## config.mk

```make
export PLATFORM = sky130hd
export DESIGN_NAME = delayed_switch_pulse_pwm_timer_unit
export DESIGN_NICKNAME = d
export VERILOG_FILES = /design/src/hdl/dsppt_pkg.sv /design/src/hdl/delayed_switch_pulse_pwm_timer_unit.sv
export SDC_FILE = /design/constraint.sdc
export NUM_CORES = 1
export LEC_CHECK = 0
export BUFFER_PORTS_ARGS = -buffer_cell sky130_fd_sc_hd__clkbuf_2
export CAP_MARGIN = 20
export CORE_ASPECT_RATIO = 1.4
export CORE_MARGIN = 8
export CORE_UTILIZATION = 55
export DETAILED_ROUTE_END_ITERATION = 7
export HOLD_SLACK_MARGIN = 0.06
export PLACE_DENSITY_LB_ADDON = 0.3
export SYNTH_ARGS = -nofsm -noshare
export SYNTH_HDL_FRONTEND = slang
export SYNTH_SLANG_ARGS = --single-unit
```

## constraint.sdc

```tcl
create_clock -name clock -period 5.5 [get_ports clock]
set_input_delay 1.1 -clock clock [delete_from_list [all_inputs] [get_ports clock]]
set_output_delay 1.1 -clock clock [all_outputs]
set_load 0.03 [all_outputs]
```

## src/hdl/dsppt_pkg.sv

```systemverilog
// Package: codes, register indexes and payload types for the delayed switch timer.
package dsppt_pkg;

   // Switch status codes
   localparam logic [2:0] ST_NONE     = 3'd0;
   localparam logic [2:0] ST_WAIT_ON  = 3'd1;
   localparam logic [2:0] ST_ON       = 3'd2;
   localparam logic [2:0] ST_WAIT_OFF = 3'd3;
   localparam logic [2:0] ST_OFF      = 3'd4;

   // Drive modes
   localparam logic [2:0] MODE_NORMAL    = 3'd0;
   localparam logic [2:0] MODE_PULSE     = 3'd1;
   localparam logic [2:0] MODE_PULSE2    = 3'd2;
   localparam logic [2:0] MODE_PWM       = 3'd3;
   localparam logic [2:0] MODE_PULSE_OFF = 3'd4;
   localparam logic [2:0] MODE_DISABLE   = 3'd5;

   // Commands
   localparam logic [2:0] OP_EVAL      = 3'd0;
   localparam logic [2:0] OP_TURN_ON   = 3'd1;
   localparam logic [2:0] OP_TURN_OFF  = 3'd2;
   localparam logic [2:0] OP_RESET     = 3'd3;
   localparam logic [2:0] OP_READ_CHG  = 3'd4;

   // Drive edge codes
   localparam logic [1:0] EDGE_NONE = 2'd0;
   localparam logic [1:0] EDGE_ON   = 2'd1;
   localparam logic [1:0] EDGE_OFF  = 2'd2;

   // Configuration register indexes
   localparam logic [2:0] CSR_MODE      = 3'd0;
   localparam logic [2:0] CSR_DELAY_ON  = 3'd1;
   localparam logic [2:0] CSR_DELAY_OFF = 3'd2;
   localparam logic [2:0] CSR_PULSE     = 3'd3;
   localparam logic [2:0] CSR_PAUSE     = 3'd4;

   typedef struct packed {
      logic [2:0]  op;
      logic [31:0] now_ms;
   } req_type;

   typedef struct packed {
      logic [2:0] status;
      logic       level;
      logic [1:0] drive_edge;
      logic       changed;
   } rsp_type;

endpackage

```

## src/hdl/delayed_switch_pulse_pwm_timer_unit.sv

```systemverilog
// Top level: delayed on/off switch with pulse, double pulse and PWM drive.
// A result is registered into the output register, or into the skid while that register is held.
// Throughput: one command per cycle while req_stall is low; the state update is a single pass of
//   32-bit subtract/compare logic into the state and result registers.
// A two-entry result buffer (output register plus skid) lets one more transfer in while
//   the result side stalls. Synchronous active-high reset clears state and config.
module delayed_switch_pulse_pwm_timer_unit (
   input  logic              clock,
   input  logic              reset,
   input  logic              req_valid,
   output logic              req_stall,
   input  dsppt_pkg::req_type req_data,
   output logic              rsp_valid,
   input  logic              rsp_stall,
   output dsppt_pkg::rsp_type rsp_data,
   input  logic              csr_we,
   input  logic [2:0]        csr_index,
   input  logic [31:0]       csr_data
);

   // Configuration registers
   logic [2:0]  mode_ff;
   logic [31:0] delay_on_ff;
   logic [31:0] delay_off_ff;
   logic [31:0] pulse_ff;
   logic [31:0] pause_ff;

   // Switch state
   logic [2:0]  status_ff,  status_in;
   logic [2:0]  saved_ff,   saved_in;
   logic        level_ff,   level_in;
   logic [31:0] on_mark_ff, on_mark_in;
   logic [31:0] off_mark_ff, off_mark_in;
   logic        change_ff,  change_in;

   // Result buffer
   logic               rsp_valid_ff;
   dsppt_pkg::rsp_type rsp_data_ff;
   logic               skid_valid_ff;
   dsppt_pkg::rsp_type skid_data_ff;

   logic               accept;
   logic               pop;
   logic [31:0]        d_on;
   logic [31:0]        d_off;
   logic               pulsing;
   logic [1:0]         edge_val;
   logic               chg_val;
   dsppt_pkg::rsp_type result;

   assign req_stall = skid_valid_ff;
   assign accept    = req_valid && !skid_valid_ff;
   assign pop       = rsp_valid_ff && !rsp_stall;
   assign rsp_valid = rsp_valid_ff;
   assign rsp_data  = rsp_data_ff;

   // Modulo 2^32 elapsed times
   assign d_on    = req_data.now_ms - on_mark_ff;
   assign d_off   = req_data.now_ms - off_mark_ff;
   assign pulsing = (mode_ff == dsppt_pkg::MODE_PULSE) || (mode_ff == dsppt_pkg::MODE_PULSE2)
                    || (mode_ff == dsppt_pkg::MODE_PWM);

   // Command decode and state update
   always_comb begin
      status_in   = status_ff;
      saved_in    = saved_ff;
      level_in    = level_ff;
      on_mark_in  = on_mark_ff;
      off_mark_in = off_mark_ff;
      change_in   = change_ff;
      edge_val    = dsppt_pkg::EDGE_NONE;
      chg_val     = 1'b0;

      case (req_data.op)
         dsppt_pkg::OP_EVAL: begin
            case (status_ff)
               dsppt_pkg::ST_WAIT_ON: begin
                  if (d_on > delay_on_ff) begin
                     status_in  = dsppt_pkg::ST_ON;
                     on_mark_in = req_data.now_ms;
                     edge_val   = dsppt_pkg::EDGE_ON;
                     level_in   = 1'b1;
                  end
               end
               dsppt_pkg::ST_WAIT_OFF: begin
                  if (d_off > delay_off_ff) begin
                     status_in   = dsppt_pkg::ST_OFF;
                     off_mark_in = req_data.now_ms;
                     if (level_ff) edge_val = dsppt_pkg::EDGE_OFF;
                     level_in    = 1'b0;
                  end
               end
               dsppt_pkg::ST_ON: begin
                  if (pulsing && level_ff && (d_on > pulse_ff)) begin
                     on_mark_in = req_data.now_ms;
                     edge_val   = dsppt_pkg::EDGE_OFF;
                     level_in   = 1'b0;
                  end else if ((mode_ff == dsppt_pkg::MODE_PWM) && !level_ff
                               && (d_on > pause_ff)) begin
                     on_mark_in = req_data.now_ms;
                     edge_val   = dsppt_pkg::EDGE_ON;
                     level_in   = 1'b1;
                  end
               end
               dsppt_pkg::ST_OFF: begin
                  if ((mode_ff == dsppt_pkg::MODE_PULSE_OFF) && !level_ff) begin
                     on_mark_in = req_data.now_ms;
                     edge_val   = dsppt_pkg::EDGE_ON;
                     level_in   = 1'b1;
                  end else if ((mode_ff == dsppt_pkg::MODE_PULSE2) && !level_ff
                               && (d_on <= pause_ff)) begin
                     edge_val = dsppt_pkg::EDGE_ON;
                     level_in = 1'b1;
                  end else if ((mode_ff == dsppt_pkg::MODE_PULSE2) && level_ff
                               && (d_on > pause_ff)) begin
                     edge_val = dsppt_pkg::EDGE_OFF;
                     level_in = 1'b0;
                  end else if ((mode_ff == dsppt_pkg::MODE_PULSE_OFF) && level_ff
                               && (d_on > pulse_ff)) begin
                     on_mark_in = req_data.now_ms;
                     edge_val   = dsppt_pkg::EDGE_OFF;
                     level_in   = 1'b0;
                  end
               end
               default: ;
            endcase
            // change detection runs on the updated status
            if (saved_ff != status_in) begin
               change_in = 1'b1;
               saved_in  = status_in;
            end
         end
         dsppt_pkg::OP_TURN_ON: begin
            if ((mode_ff != dsppt_pkg::MODE_DISABLE) && (status_ff != dsppt_pkg::ST_WAIT_ON)
                && (status_ff != dsppt_pkg::ST_ON)) begin
               on_mark_in = req_data.now_ms;
               if (delay_on_ff == 32'd0) begin
                  status_in = dsppt_pkg::ST_ON;
                  edge_val  = dsppt_pkg::EDGE_ON;
                  level_in  = 1'b1;
               end else begin
                  status_in = dsppt_pkg::ST_WAIT_ON;
               end
            end
         end
         dsppt_pkg::OP_TURN_OFF: begin
            if ((mode_ff != dsppt_pkg::MODE_DISABLE) && (status_ff != dsppt_pkg::ST_WAIT_OFF)
                && (status_ff != dsppt_pkg::ST_OFF)) begin
               off_mark_in = req_data.now_ms;
               if (delay_off_ff == 32'd0) begin
                  status_in = dsppt_pkg::ST_OFF;
                  if (level_ff) edge_val = dsppt_pkg::EDGE_OFF;
                  level_in  = 1'b0;
               end else begin
                  status_in = dsppt_pkg::ST_WAIT_OFF;
               end
            end
         end
         dsppt_pkg::OP_RESET: begin
            status_in = dsppt_pkg::ST_NONE;
         end
         dsppt_pkg::OP_READ_CHG: begin
            chg_val   = change_ff;
            change_in = 1'b0;
         end
         default: ;
      endcase

      result.status     = status_in;
      result.level      = level_in;
      result.drive_edge = edge_val;
      result.changed    = chg_val;
   end

   // Configuration writes
   always_ff @(posedge clock) begin
      if (reset) begin
         mode_ff      <= dsppt_pkg::MODE_NORMAL;
         delay_on_ff  <= 32'd0;
         delay_off_ff <= 32'd0;
         pulse_ff     <= 32'd0;
         pause_ff     <= 32'd0;
      end else if (csr_we) begin
         case (csr_index)
            dsppt_pkg::CSR_MODE:      mode_ff      <= csr_data[2:0];
            dsppt_pkg::CSR_DELAY_ON:  delay_on_ff  <= csr_data;
            dsppt_pkg::CSR_DELAY_OFF: delay_off_ff <= csr_data;
            dsppt_pkg::CSR_PULSE:     pulse_ff     <= csr_data;
            dsppt_pkg::CSR_PAUSE:     pause_ff     <= csr_data;
            default: ;
         endcase
      end
   end

   // State commits only on a command transfer
   always_ff @(posedge clock) begin
      if (reset) begin
         status_ff   <= dsppt_pkg::ST_NONE;
         saved_ff    <= dsppt_pkg::ST_NONE;
         level_ff    <= 1'b0;
         on_mark_ff  <= 32'd0;
         off_mark_ff <= 32'd0;
         change_ff   <= 1'b0;
      end else if (accept) begin
         status_ff   <= status_in;
         saved_ff    <= saved_in;
         level_ff    <= level_in;
         on_mark_ff  <= on_mark_in;
         off_mark_ff <= off_mark_in;
         change_ff   <= change_in;
      end
   end

   // Result buffer: skid takes the new result when the output register is held
   always_ff @(posedge clock) begin
      if (reset) begin
         rsp_valid_ff  <= 1'b0;
         skid_valid_ff <= 1'b0;
      end else if (!rsp_valid_ff || pop) begin
         if (skid_valid_ff) begin
            rsp_valid_ff  <= 1'b1;
            skid_valid_ff <= 1'b0;
         end else begin
            rsp_valid_ff  <= accept;
         end
      end else if (accept) begin
         skid_valid_ff <= 1'b1;
      end
   end

   always_ff @(posedge clock) begin
      if (!rsp_valid_ff || pop) begin
         if (skid_valid_ff) rsp_data_ff <= skid_data_ff;
         else if (accept)   rsp_data_ff <= result;
      end else if (accept) begin
         skid_data_ff <= result;
      end
   end

endmodule

```

==> flow_summary.ini, run 1 <==
[status]
status = finished with violations
violations = setup timing

[timing]
min_period_over_period_pct = 104.4
slew_headroom_pct = 25.10
min_period_ps = 5745
drv_slew = 0
rsz0062_at_grt = true
fin_worst_skew_ps = 17.54
setup-violations-final = 81
worstMarginPinSlew_ps = 1123
worst_slack_ps = -244.6
finalHoldViolCount = 0
clock.fmax_mhz = 174.1

[setup_path]
worstPathRequired_ps = 5930
start_kind = input port
crit_path_end_kind = flip-flop
regToRegSetupSlack_ps = 160
worst-r2r-cell-count = 23
timing.rr.start = off_mark_ff[6]
critPathArrivalTime_ps = 6170
crit_fanout = 5
path_class = input port to flip-flop
rr_endpoint = change_ff

[clocking]
cts_buffer_depth = 3
cts_sinks = 219
cts_buffers = 23
clk_pin_slew_ps = 60
cts_tree = built
htreeDepth = 1
cts-root-buf = clkbuf_16
clkLatencyLatePin_ps = 540

[yosys]
async_reset_ff_share_pct = 0
synth_cells = 1967
syn_area_um2 = 15020
yosys-top-cells-area = dfxtp_1 (27%), ha_1 (16%), nand2_1 (10%), a21oi_1 (8.1%), inv_1 (5.0%)
synth_nets = 2234
synth_cell_types = 78
ys_seq_area_share_pct = 30.13
synth_enable_flop_cells = 14
synth_seq_cells = 219
synth_ff_type = dfxtp_1
ys_warn_count = 0
synth_top_area_cell = dfxtp_1
syn_area_per_cell_um2 = 7.635
synth_top_area_share_pct = 27.33

[power_and_ir_drop]
p_per_area_nw_per_um2 = 247.7
p_leak_nw = 7.329
vdd_drop_max_mv = 0.2731

[finish]
antenna_cells = 0
final_core_util_pct = 70.32
final_common_cell = nand2_1
syn2layout_area_growth_pct = 25.63
drive_gt1_share_pct = 19.70
fin_nets = 2507
layout_common_cells = nand2_1 (400), a21oi_1 (238), buf_4 (224), dfxtp_1 (205), inv_1 (198)

[grt]
first_global_vias = 15100
antenna_found_initial = 0
grt_use_total_pct = 27.08
overflow = 0
grt_pass1_wl_um = 72270
grt_max_degree = 94

[detailed_routing]
wl_um = 46340
vias = 14990
wl_per_cell_um = 17.69
dr.pass1.iters = 5
avgViaCountPerCell = 5.724
drc = 0
drtIter0Drc = 831
ant_nets = 0

[placement]
dp_slack_ps = -867.2
port_buffers = 83
dpl.hpwl_um = 33910
place_congestion = 0.9092

[min_path]
hp-start = pause_ff[7]
min_to = pause_ff[7]
holdPathStages = 2
hp-class = flip-flop to flip-flop

[floorplan]
io_pins = 84
fp.dieW_um = 155.7
fp.dieH_um = 211.5
rows = 71
core_um2 = 26830
start_util_pct = 55.98
fp.dieArea_um2 = 32920

[job]
max_cap_violations = 0
==> worst max-delay path by stage <==
| stage | startpoint | to | slack (ps) | cells after the start |
|---|---|---|---|---|
| after floorplan | req_data[0] | rsp_data[2] | -70 | 22 |
| after global placement | req_data[0] | off_mark_ff[8] | -660 | 26 |
| after detailed placement | req_data[0] | off_mark_ff[21] | -870 | 26 |
| after CTS | req_data[0] | off_mark_ff[11] | -110 | 27 |
| after global routing | req_data[3] | change_ff | -470 | 25 |
| final | req_data[6] | change_ff | -240 | 24 |
==> per-stage QoR <==
step                      instance area (um^2)  std cells  setup TNS, ps  hold slack [ps]  total power, mW
after global routing                     18870       2619         -28020            472.1            4.881
after detailed placement                 17300       2554         -60740            446.5            2.988
after global placement                   17300       2554         -48830            441.3            2.935
after floorplan                          15120       1967         -627.0            434.7            2.459
final                                    18870       2619         -12820            453.8            4.673
after CTS                                18560       2612          -1373            455.2            4.633
==> logic make-up after synthesis <==
kind of cell / Yosys count / synth area share, %
xor gates and xnor gates: 56 / 3.266
DFF: 219 / 30.13
and+or+nand+nor: 704 / 20.65
muxes: 74 / 4.974
AOI/OAI and AO/OA: 444 / 17.76
buffers and inverters: 278 / 7.123
adders and majority gates: 192 / 16.10
==> where the power goes <==
group          total (mW)  internal (mW)  switching (mW)  leakage, nW
Clock                1.60          0.923           0.678        0.375
Sequential           1.68           1.64          0.0313         1.79
Combinational        1.40          0.632           0.764         5.16
==> layer usage <==
metal	global-route usage (%)	part of all wire, %	vias to the layer above
li1	-	-	7318
met1	27.67	37	7044
met2	49.71	51	462
met5	0	0	-
met3	3.449	4.4	167
met4	20.13	7.5	0
==> flip-flops by register name, indices dropped and copies added (netlist names) <==
register and flops:
change_ff 1, delay_off_ff 32, delay_on_ff 32, level_ff 1, mode_ff 3, off_mark_ff 32, on_mark_ff 32, pause_ff 32
pulse_ff 32, req_stall 1, rsp_data 7, rsp_valid 1, saved_ff 3, skid_data_ff 7, status_ff 3
==> cells in the mapped netlist (4+ instances only) <==
cell type and count:
a31oi_1 12, xor2_1 18, ha_1 190, or4_1 4
nand2b_1 18, dfxtp_1 205, xnor2_1 38, nor2b_1 15
nand2_1 401, o21bai_1 5, nand3b_1 4, o21ai_0 34
nand3_1 28, mux2i_1 69, clkbuf_1 68, nor4_1 19
a21oi_1 242, nor4b_1 4, o21a_1 16, a211oi_1 12
edfxtp_1 14, nor3_1 23, o211ai_1 12, o31ai_1 6
and3_1 13, inv_1 202, a21o_1 19, o21ai_1 27
or3_1 4, nor3b_1 4, a311oi_1 4, o2111ai_1 5
nor2_1 116, a221oi_1 4, mux2_2 5, nand4_1 32
o22ai_1 4
==> repair_timing <==
item	CTS	global route
gates cloned	6	0
setup buffers	16	9
setup endpoints to repair	76	83
pin swaps	37	36
hold buffers	0	0
gates resized for setup	46	46
==> area by class of cell <==
| class | count | area (um^2) |
|---|---|---|
| Timing Repair Buffer | 322 | 2420 |
| Multi-Input combinational cell | 1470 | 9942 |
| Fill cell | 2128 | 7961 |
| Sequential cell | 219 | 4524 |
| Clock buffer | 30 | 646.9 |
| Inverter | 204 | 770.7 |
| Tap cell | 365 | 456.7 |
| Clock inverter | 9 | 106.4 |
==> worst max-delay path, cell delays in order <==
cell and delay, ps:
clkbuf_2 90, buf_4 140, ha_1 340, a2111o_1 450, o2111ai_1 210, buf_4 170
a2111oi_4 70, o311a_1 400, o2111ai_2 300, a31oi_4 160, nand4b_1 140, o211ai_1 130
ha_1 340, nand4_1 210, or4_4 610, o21ai_4 160, a31oi_4 60, nor2_4 180
buf_4 130, o21ai_1 60, a21oi_2 220, buf_4 160, xnor2_1 70, a311oi_1 260
No activity file was read; power rests on OpenSTA's default activity.
==> run 2: changes to the inputs <==
--- a/config.mk
+++ b/config.mk
@@ -5,6 +5,7 @@
 export SDC_FILE = /design/constraint.sdc
 export NUM_CORES = 1
 export LEC_CHECK = 0
+export ABC_AREA = 1
 export BUFFER_PORTS_ARGS = -buffer_cell sky130_fd_sc_hd__clkbuf_2
 export CAP_MARGIN = 20
 export CORE_ASPECT_RATIO = 1.4
==> flow_summary.ini, run 2 <==
[status]
status = completed

[yosys]
synth_cell_types = 57
synth-compound-area-share_pct = 23.39
async_reset_ff_share_pct = 0
synth_enable_flop_cells = 14
syn_area_per_cell_um2 = 7.342
synth_simple_gate_area_share_pct = 16.04
synth_nets = 2274
yosys-top-cells-area = dfxtp_1 (28%), ha_1 (16%), a21oi_1 (11%), inv_1 (7.5%), nand2_1 (6.9%)
synth_top_area_share_pct = 27.85
synth.most_common_cell = a21oi_1
synth_top_area_cell = dfxtp_1
synth_top_family_by_area = compound AO/OA/AOI/OAI gates
synth_cells = 2007
synth_seq_cells = 219
synth_xor_area_share_pct = 3.329
ys_seq_area_share_pct = 30.70
synthAdderAreaFrac_pct = 16.40
syn_area_um2 = 14740
synth_mux_area_share_pct = 0
synth_common_cells = a21oi_1 (326), inv_1 (295), nand2_1 (272)
ys_warn_count = 0
synth_ff_type = dfxtp_1

[detailed_routing]
ant_nets = 0
route.met3.wl_um = 1694
drtIter0Drc = 809
wl_met1_um = 16830
vias = 13590
drc = 0
avgViaCountPerCell = 5.603
wl_per_cell_um = 16.54
wl_um = 40120
dr.pass1.iters = 5
routed.top_layer = met4
wl_met2_um = 19710

[floorplan]
fp.dieH_um = 209.7
rows = 71
fp.dieW_um = 154.3
fp.dieArea_um2 = 32360
io_pins = 84
start_util_pct = 55.29
core_um2 = 26650

[finish]
antenna_cells = 0
fill_cells = 2446
syn2layout_area_growth_pct = 11.02
layout_common_cells = a21oi_1 (326), inv_1 (294), nand2_1 (272), dfxtp_1 (205), ha_1 (190)
drive_gt1_share_pct = 10.44
fin_cells = 2426
final_common_cell = a21oi_1
fin_area_um2 = 16360
regArea_um2 = 4524
multi_input_area_um2 = 8723
fin_nets = 2347

[placement]
place_congestion = 0.9317
dpl.cell_count = 2382
dpl.hpwl_um = 31580
dp_slack_ps = 54.10
port_buffers = 83
postPlaceCellArea_um2 = 15480

[min_path]
hp-class = flip-flop to flip-flop
hp-start = pause_ff[0]

[timing]
tns_ps = 0
drv_slew = 0
worst_slack_ps = 543.9
whs_ps = 452.4
slew_headroom_pct = 31.55
finalHoldViolCount = 0
rsz0062_at_grt = false
fin_worst_skew_ps = 17.29
min_period_over_period_pct = 90.11
worstMarginPinSlew_ps = 1027
clock.fmax_mhz = 201.8
setup-violations-final = 0
min_period_ps = 4956

[setup_path]
path_class = input port to flip-flop
crit_fanout = 3
crit_path_end_kind = flip-flop
timing.rr.start = on_mark_ff[2]
startpoint = req_data[0]
start_kind = input port
worstPathRequired_ps = 5780
critPathArrivalTime_ps = 5230

[job]
max_cap_violations = 0

[grt]
first_global_vias = 13320
grt_use_total_pct = 24.59
grt_max_degree = 125
grt_pass1_wl_um = 65080
antenna_found_initial = 0
overflow = 0

[clocking]
cts_buffer_depth = 3
hold_buffers = 0
cts-root-buf = clkbuf_16
postCtsSetupBuffers = 0
clk_pin_slew_ps = 60
cts_resized = 0
cts_sinks = 219
htreeDepth = 1
cts_buffers = 24
cts_tree = built
clkLatencyLatePin_ps = 530

[power_and_ir_drop]
p_per_area_nw_per_um2 = 300.3
power.clock.fraction_pct = 36.1
power.switching_mw = 1.601
pwr-share-comb_pct = 29.4
p_leak_nw = 6.949
seqPwrFrac_pct = 34.6
swShare_pct = 32.59
vdd_drop_max_mv = 0.2666
intPower_mw = 3.312
[run 2: path summary, 6_finish.rpt]
| check | endpoint | slack, ps | cells past startpoint |
|---|---|---|---|
| max | rsp_data[1] | 540 | 27 |
| min | pause_ff[0] | 450 | 2 |
| max reg2reg | rsp_data[1] | 930 | 26 |
| min reg2reg | pause_ff[0] | 450 | 2 |
[run 2: power groups by stage]
| stage | clock, mW | combinational (mW) | sequential (mW) |
|---|---|---|---|
| finish | 1.77 | 1.44 | 1.70 |
| detailed placement | 0 | 1.42 | 1.73 |
| global route | 1.87 | 1.65 | 1.70 |
| CTS | 1.80 | 1.44 | 1.70 |
| floorplan | 0 | 1.03 | 1.73 |
| global placement | 0 | 1.39 | 1.73 |
[run 2: layout make-up]
class / instances / area share [%]
clock inverters: 11 / 0.9713
clock buffers: 33 / 4.382
inverters: 309 / 7.105
flip-flops and latches: 219 / 27.66
multi-input cells: 1415 / 53.32
repair buffers: 111 / 4.054
well taps: 328 / 2.509
[run 2: worst max-delay path, cell delays in order]
cell	delay, ps
clkbuf_2	100
inv_1	80
ha_1	140
inv_1	50
fa_1	440
a21oi_2	210
o21ai_2	100
a21boi_2	300
o21ai_2	120
a21boi_2	200
o21ai_1	150
nand2_1	110
nand2_1	50
nand2_1	50
nand2_1	100
ha_1	300
nand4_1	150
inv_2	90
nand2_1	60
nor4_2	270
nand4_1	230
nand3_2	160
o21ai_0	80
o21ai_0	200
o21ai_0	200
nand2_1	100
nand2_1	50
[run 2: cells by family (layout without fill, tap and decap cells)]
group	after synthesis	after routing
buffers and inverters	373	464
flip-flops	219	219
AO/OA/AOI/OAI	642	642
AND/OR/NAND/NOR	525	525
XOR/XNOR	56	56
adder cells (fa/ha/maj)	192	192
[run 2: per-stage QoR]
step / power (mW) / util [%]
6_report: 4.913 / 61.39
5_1_grt: 5.226 / 61.39
4_1_cts: 4.939 / 61.39
3_5_place_dp: 3.156 / 58.10
3_3_place_gp: 3.119 / 58.10
2_1_floorplan: 2.756 / -
[run 2: layer usage]
metal / GRT usage, % / vias to the layer above
met4: 11.35 / 0
met3: 2.985 / 102
met5: 0 / -
li1: - / 6928
met2: 44.13 / 297
met1: 28.60 / 6267
